===== src/hw/rtl/cbq_pkg.sv =====
// Shared constants, types and codes for the cascaded biquad filter.
package cbq_pkg;

  localparam int SAMPLE_BITS  = 24;
  localparam int COEF_BITS    = 32;
  localparam int NUM_SECTIONS = 2;
  localparam int NUM_TAPS     = 5;
  localparam int FRAC_SHIFT   = COEF_BITS - 2;
  localparam int PROD_BITS    = SAMPLE_BITS + COEF_BITS;
  localparam int ACC_BITS     = PROD_BITS + 3;
  localparam int RND_BITS     = ACC_BITS - FRAC_SHIFT;
  localparam int TAP_BITS     = 3;
  localparam int SEC_BITS     = (NUM_SECTIONS > 1) ? $clog2(NUM_SECTIONS) : 1;

  typedef logic signed [SAMPLE_BITS-1:0] sample_t;
  typedef logic signed [COEF_BITS-1:0]   coef_t;
  typedef logic signed [PROD_BITS-1:0]   prod_t;
  typedef logic signed [ACC_BITS-1:0]    acc_t;
  typedef logic signed [RND_BITS-1:0]    rnd_t;
  typedef logic [TAP_BITS-1:0]           tap_t;
  typedef logic [SEC_BITS-1:0]           sec_t;

  // tap order matches the register index order
  localparam tap_t TAP_B0    = 3'd0;
  localparam tap_t TAP_B1    = 3'd1;
  localparam tap_t TAP_B2    = 3'd2;
  localparam tap_t TAP_A1    = 3'd3;
  localparam tap_t TAP_A2    = 3'd4;
  localparam tap_t TAP_DRAIN = 3'd5;

  localparam acc_t RND_HALF = acc_t'(64'd1 << (FRAC_SHIFT - 1));
  localparam rnd_t SAT_MAX  = rnd_t'((64'sd1 <<< (SAMPLE_BITS - 1)) - 64'sd1);
  localparam rnd_t SAT_MIN  = rnd_t'(-(64'sd1 <<< (SAMPLE_BITS - 1)));

  typedef enum logic [1:0] {
    ST_IDLE,
    ST_RUN,
    ST_ROUND
  } state_t;

  typedef struct packed {
    logic start;
    logic issue;
    logic sub;
  } mac_ctl_t;

endpackage


===== src/hw/rtl/cbq_mac.sv =====
// Shared multiply-accumulate unit with round-to-nearest and saturation.
module cbq_mac import cbq_pkg::*; (
  input  logic     clk,
  input  logic     rst_n,
  input  mac_ctl_t ctl,
  input  coef_t    coef,
  input  sample_t  operand,
  output sample_t  y_sat
);

  prod_t prod_r;
  logic  prod_vld_r;
  logic  sub_r;
  acc_t  acc_r;
  acc_t  acc_nxt;
  acc_t  prod_ext;
  acc_t  rnd_sum;
  rnd_t  rnd_val;

  always_ff @(posedge clk) begin
    if (!rst_n) begin
      prod_vld_r <= 1'b0;
    end else begin
      prod_vld_r <= ctl.issue;
    end
  end

  always_ff @(posedge clk) begin
    if (ctl.issue) begin
      prod_r <= prod_t'(coef) * prod_t'(operand);
      sub_r  <= ctl.sub;
    end
  end

  assign prod_ext = acc_t'(prod_r);
  assign acc_nxt  = sub_r ? (acc_r - prod_ext) : (acc_r + prod_ext);

  always_ff @(posedge clk) begin
    if (ctl.start) begin
      acc_r <= '0;
    end else if (prod_vld_r) begin
      acc_r <= acc_nxt;
    end
  end

  assign rnd_sum = acc_r + RND_HALF;
  assign rnd_val = rnd_t'(rnd_sum[ACC_BITS-1:FRAC_SHIFT]);

  always_comb begin
    if (rnd_val > SAT_MAX) begin
      y_sat = sample_t'(SAT_MAX);
    end else if (rnd_val < SAT_MIN) begin
      y_sat = sample_t'(SAT_MIN);
    end else begin
      y_sat = sample_t'(rnd_val);
    end
  end

endmodule


===== src/hw/rtl/cascaded_biquad_lr4_filter.sv =====
// Top level of the cascaded biquad (Linkwitz-Riley) filter.
// Each accepted sample runs through NUM_SECTIONS direct-form-I biquads that share
// one set of five Q2.30 coefficients, written through the cfg port (index 0..4:
// b0, b1, b2, a1, a2; other indexes are ignored). A single 32x24 multiplier with
// a 59-bit accumulator does all products: each section runs five products, one
// drain and one round/saturate step, and the last round waits until the output
// register is free. in_ready is high only while the sequencer is idle; the
// result sits in an output register until taken.
module cascaded_biquad_lr4_filter import cbq_pkg::*; (
  input  logic    clk,
  input  logic    rst_n,
  input  logic    in_valid,
  output logic    in_ready,
  input  sample_t in_sample_in,
  output logic    out_valid,
  input  logic    out_ready,
  output sample_t out_sample_out,
  input  logic    cfg_valid,
  output logic    cfg_ready,
  input  tap_t    cfg_index,
  input  coef_t   cfg_data
);

  state_t   state_r;
  state_t   state_nxt;
  tap_t     tap_r;
  sec_t     sec_r;
  sample_t  x_r;
  coef_t    coef_r [NUM_TAPS];
  sample_t  xh_r   [NUM_SECTIONS][2];
  sample_t  yh_r   [NUM_SECTIONS][2];
  logic     out_valid_r;
  sample_t  out_sample_r;

  mac_ctl_t mac_ctl;
  coef_t    mac_coef;
  sample_t  mac_operand;
  sample_t  y_sat;
  logic     last_sec;
  logic     out_free;
  logic     step_done;
  logic     out_load;

  cbq_mac u_mac (
    .clk     (clk),
    .rst_n   (rst_n),
    .ctl     (mac_ctl),
    .coef    (mac_coef),
    .operand (mac_operand),
    .y_sat   (y_sat)
  );

  assign last_sec  = (sec_r == sec_t'(NUM_SECTIONS - 1));
  assign out_free  = !out_valid_r || out_ready;
  assign cfg_ready = 1'b1;
  assign out_valid = out_valid_r;
  assign out_sample_out = out_sample_r;

  always_comb begin
    state_nxt = state_r;
    case (state_r)
      ST_IDLE: begin
        if (in_valid) state_nxt = ST_RUN;
      end
      ST_RUN: begin
        if (tap_r == TAP_DRAIN) state_nxt = ST_ROUND;
      end
      ST_ROUND: begin
        if (!last_sec) begin
          state_nxt = ST_RUN;
        end else if (out_free) begin
          state_nxt = ST_IDLE;
        end
      end
      default: state_nxt = ST_IDLE;
    endcase
  end

  always_comb begin
    in_ready      = (state_r == ST_IDLE);
    mac_ctl.issue = (state_r == ST_RUN) && (tap_r != TAP_DRAIN);
    mac_ctl.start = (state_r == ST_RUN) && (tap_r == TAP_B0);
    mac_ctl.sub   = (tap_r == TAP_A1) || (tap_r == TAP_A2);
    step_done     = (state_r == ST_ROUND) && (!last_sec || out_free);
    out_load      = (state_r == ST_ROUND) && last_sec && out_free;
  end

  always_comb begin
    case (tap_r)
      TAP_B0: begin
        mac_coef    = coef_r[TAP_B0];
        mac_operand = x_r;
      end
      TAP_B1: begin
        mac_coef    = coef_r[TAP_B1];
        mac_operand = xh_r[sec_r][0];
      end
      TAP_B2: begin
        mac_coef    = coef_r[TAP_B2];
        mac_operand = xh_r[sec_r][1];
      end
      TAP_A1: begin
        mac_coef    = coef_r[TAP_A1];
        mac_operand = yh_r[sec_r][0];
      end
      TAP_A2: begin
        mac_coef    = coef_r[TAP_A2];
        mac_operand = yh_r[sec_r][1];
      end
      default: begin
        mac_coef    = '0;
        mac_operand = '0;
      end
    endcase
  end

  always_ff @(posedge clk) begin
    if (!rst_n) begin
      state_r <= ST_IDLE;
      tap_r   <= TAP_B0;
      sec_r   <= '0;
    end else begin
      state_r <= state_nxt;
      if (state_r == ST_RUN) begin
        tap_r <= tap_r + tap_t'(1);
      end else begin
        tap_r <= TAP_B0;
      end
      if (state_r == ST_IDLE) begin
        sec_r <= '0;
      end else if (step_done && !last_sec) begin
        sec_r <= sec_r + sec_t'(1);
      end
    end
  end

  always_ff @(posedge clk) begin
    if (in_valid && in_ready) begin
      x_r <= in_sample_in;
    end else if (step_done) begin
      x_r <= y_sat;
    end
  end

  always_ff @(posedge clk) begin
    if (!rst_n) begin
      for (int s = 0; s < NUM_SECTIONS; s++) begin
        xh_r[s][0] <= '0;
        xh_r[s][1] <= '0;
        yh_r[s][0] <= '0;
        yh_r[s][1] <= '0;
      end
    end else if (step_done) begin
      xh_r[sec_r][1] <= xh_r[sec_r][0];
      xh_r[sec_r][0] <= x_r;
      yh_r[sec_r][1] <= yh_r[sec_r][0];
      yh_r[sec_r][0] <= y_sat;
    end
  end

  always_ff @(posedge clk) begin
    if (!rst_n) begin
      for (int i = 0; i < NUM_TAPS; i++) begin
        coef_r[i] <= '0;
      end
    end else if (cfg_valid && (cfg_index <= TAP_A2)) begin
      coef_r[cfg_index] <= cfg_data;
    end
  end

  always_ff @(posedge clk) begin
    if (!rst_n) begin
      out_valid_r <= 1'b0;
    end else if (out_load) begin
      out_valid_r <= 1'b1;
    end else if (out_ready) begin
      out_valid_r <= 1'b0;
    end
  end

  always_ff @(posedge clk) begin
    if (out_load) begin
      out_sample_r <= y_sat;
    end
  end

endmodule

===== config.mk =====
export PLATFORM = sky130hd
export DESIGN_NAME = cascaded_biquad_lr4_filter
export DESIGN_NICKNAME = d
export VERILOG_FILES = /design/src/hw/rtl/cbq_pkg.sv /design/src/hw/rtl/cbq_mac.sv /design/src/hw/rtl/cascaded_biquad_lr4_filter.sv
export SDC_FILE = /design/constraint.sdc
export NUM_CORES = 2
export LEC_CHECK = 0
export ABC_AREA = 1
export BUFFER_PORTS_ARGS = -buffer_cell sky130_fd_sc_hd__buf_2
export CORE_MARGIN = 10
export CORE_UTILIZATION = 55
export CTS_CLUSTER_SIZE = 20
export DETAILED_ROUTE_END_ITERATION = 8
export PLACE_DENSITY = 0.71
export SETUP_SLACK_MARGIN = 0.5
export SLEW_MARGIN = 20
export SYNTH_ARGS = -nofsm -noshare
export SYNTH_HDL_FRONTEND = slang
export SYNTH_SLANG_ARGS = --single-unit
export TNS_END_PERCENT = 100

===== constraint.sdc =====
create_clock -name clk -period 20.1 [get_ports clk]
set_clock_uncertainty 0.15 [all_clocks]
set_input_delay 1.005 -clock clk [delete_from_list [all_inputs] [get_ports clk]]
set_output_delay 1.005 -clock clk [all_outputs]
set_load 0.01 [all_outputs]

==> flow_summary_export.csv <==
group,metric,value,unit
outcome,outcome,"finished clean",
timing,hold_viol_final,0,
timing,hold_ws,0.3192,ns
final_layout,area_delta_synth_final,7.456,%
die,core,0.1016,mm^2
drt,vias,45553,
final_layout,mostFrequentLayoutCell,"inv_1",
drt,dr_wl_met2,80050,um
worst_setup_path,reg2reg_from,"tap_r[0]$_SDFF_PN0_",
clock_tree,clockRootBuffer,"clkbuf_16",
final_layout,final_cell_mix,"inv_1, nand2_1, nor2_1, fa_1, edfxtp_1",
flow_run,drv_cap,0,
final_layout,regArea,0.01509,mm^2
timing,max_freq,0.1000,GHz
timing,worst_pin_slew,1.067,ns
global_route,antenna_found_initial,0,
synth,synth.cell_area,0.05614,mm^2
drt,wl_per_cell,21.51,um
clock_tree,cts_tree,"yes",
final_layout,final_core_util,59.37,%
timing,slew_viol_final,0,
worst_setup_path,crit_type,"flop to flop",
synth,synthCells,6743,
worst_setup_path,critPathRequiredTime,20.41,ns
synth,yosys_warnings,0,
worst_setup_path,critical_path.slowest_cell,"buf_4",
clock_tree,postCtsResizedCells,0,
timing,tns,0,ns
clock_tree,cts_hold_buf,0,
worst_setup_path,worst_setup_path_end_kind,"flop",
global_route,grt_max_degree,85,
drt,postRouteAntennaNets,0,
synth,async_flop_share,0,%
synth,synth_edf_count,457,
final_layout,drive_gt1_share,5.906,%
synth,synth.distinct_cells,53,
die,die_w,339.5,um
timing,rsz0062_at_grt,"false",
final_layout,multi_input_area,0.03492,mm^2
place,placed_cell_area,0.05822,mm^2
min_path,min_path_type,"flop to flop",
place,gp_congestion,1.033,
final_layout,final_area,0.06032,mm^2
clock_tree,clk_pin_slew,0.07,ns
clock_tree,postCtsSetupRepairBufs,0,
synth,synth-seq-cells,525,
final_layout,nNetsFinal,7823,
timing,slew-limit-headroom,28.67,%
die,num_io_pins,91,
worst_setup_path,cp-start-kind,"flop",
timing,min_period_over_period,49.73,%
worst_setup_path,arrival,10.30,ns
die,rows,117,
worst_setup_path,cpPeakStageDelay,0.67,ns
place,hpwl,137800,um
synth,yosys_most_used_dff,"edfxtp_1",
global_route,grt_pass1_wl,270800,um
worst_setup_path,cp_common_cell,"inv_1",
drt,top_layer_used,"met4",
clock_tree,clock_latency,0.69,ns
synth,synth_nets,7807,
timing,setup_viol,0,
drt,via_per_inst,5.572,
clock_tree,numCtsBuffers,56,
final_layout,fill_cells,9178,
final_layout,antenna_cells,0,
die,start_util,55.26,%
place,port_buffers,89,
synth,ys_seq_area_share,26.87,%
synth,avgSynthCellArea,8.325,um^2
drt,firstDrtPassIters,6,
timing,period_needed,9.997,ns
clock_tree,htreeDepth,2,
global_route,grt_pass1_vias,45759,
worst_setup_path,startpoint,"tap_r[0]$_SDFF_PN0_",
drt,drt-met1-wl,72450,um
global_route,grt.overflow.total,0,
drt,drt_iter0_markers,5040,
drt,dr_wl_met3,16980,um
clock_tree,cts.sinks,525,
die,die_h,339.5,um
worst_setup_path,crit_fanout,40,
drt,drcViolationCount,0,
min_path,holdCritStartpoint,"u_mac.acc_r[0]$_SDFFE_PP0P_",
die,die_area,0.1152,mm^2
clock_tree,clock_path_buffers,3,
drt,wl,175800,um
global_route,grt.total_usage,30.15,%
Yosys cell counts (22+ instances only):
cell type | n | area (um^2)
a21oi_1 | 266 | 1331
a31oi_1 | 24 | 150.1
buf_2 | 97 | 485.5
clkbuf_1 | 109 | 409.1
dfxtp_1 | 68 | 1361
edfxtp_1 | 457 | 13720
fa_1 | 785 | 15720
ha_1 | 215 | 2690
inv_1 | 1392 | 5225
inv_2 | 32 | 120.1
nand2_1 | 1383 | 5191
nand3_1 | 152 | 760.7
nand4_1 | 30 | 187.7
nor2_1 | 1035 | 3885
nor3_1 | 65 | 325.3
nor4_1 | 22 | 137.6
o21ai_0 | 203 | 1016
o21bai_1 | 24 | 180.2
o22ai_1 | 30 | 187.7
xnor2_1 | 40 | 350.3
xor2_1 | 119 | 1042
registers in the layout, indices dropped and copies added (netlist names), named ones only:
register / cells
state_r: 2
u_mac.acc_r: 59
last_sec: 1
xh_r: 96
out_valid: 1
yh_r: 96
u_mac.sub_r: 1
coef_r: 160
out_sample_out: 24
u_mac.prod_r: 56
u_mac.prod_vld_r: 1
tap_r: 3
x_r: 24
critical path: cells and delay by family (launching register included):
kind / cells / cell delay (ns)
flops: 1 / 0.38
xor+xnor: 1 / 0.37
compound gates: 1 / 0.39
fa+ha+maj: 9 / 3.94
buf+inv: 13 / 2.56
simple gates: 12 / 1.91
through the flow:
| stage | cells | setup WS, ns |
|---|---|---|
| floorplan | 6743 | 12.43 |
| global placement | 8069 | 10.21 |
| detailed placement | 8069 | 10.10 |
| CTS | 8175 | 10.14 |
| global route | 8175 | 9.697 |
| finish | 8175 | 10.10 |
path summary, 6_finish.rpt:
kind	to	slack (ns)	cells past startpoint
min	u_mac.acc_r[0]$_SDFFE_PP0P_	0.32	2
max reg2reg	u_mac.prod_r[31]$_DFFE_PP_	10.10	36
min reg2reg	u_mac.acc_r[0]$_SDFFE_PP0P_	0.32	2
max	u_mac.prod_r[31]$_DFFE_PP_	10.10	36
area by class of cell:
cell class | count | area share (%)
clock buffer | 59 | 2.342
clock inverter | 47 | 1.126
inverter | 1426 | 8.873
multi-input combinational | 4567 | 57.90
sequential | 525 | 25.02
tap | 1368 | 2.838
timing repair buffer | 183 | 1.908
kinds of logic (layout without fill, tap and decap cells):
group,after synthesis,in the layout,share of synthesized area [%]
AO/OA/AOI/OAI,654,654,6.785
adder cells (fa/ha/maj),1000,1000,32.79
other,1,1,0.006680
buffers and inverters,1651,1715,11.33
multiplexers,16,16,0.2853
flip-flops,525,525,26.87
AND/OR/NAND/NOR,2737,2737,19.46
XOR/XNOR,159,159,2.481
routing by layer:
layer  GRT usage, %  vias up
met5              0        -
met4          9.620        0
met3          6.097      296
met2          47.82     2256
met1          41.44    22392
li1               -    20609
Power is not shown: default switching activity piles up to over one toggle a cycle in this logic, so the estimate is an artifact.
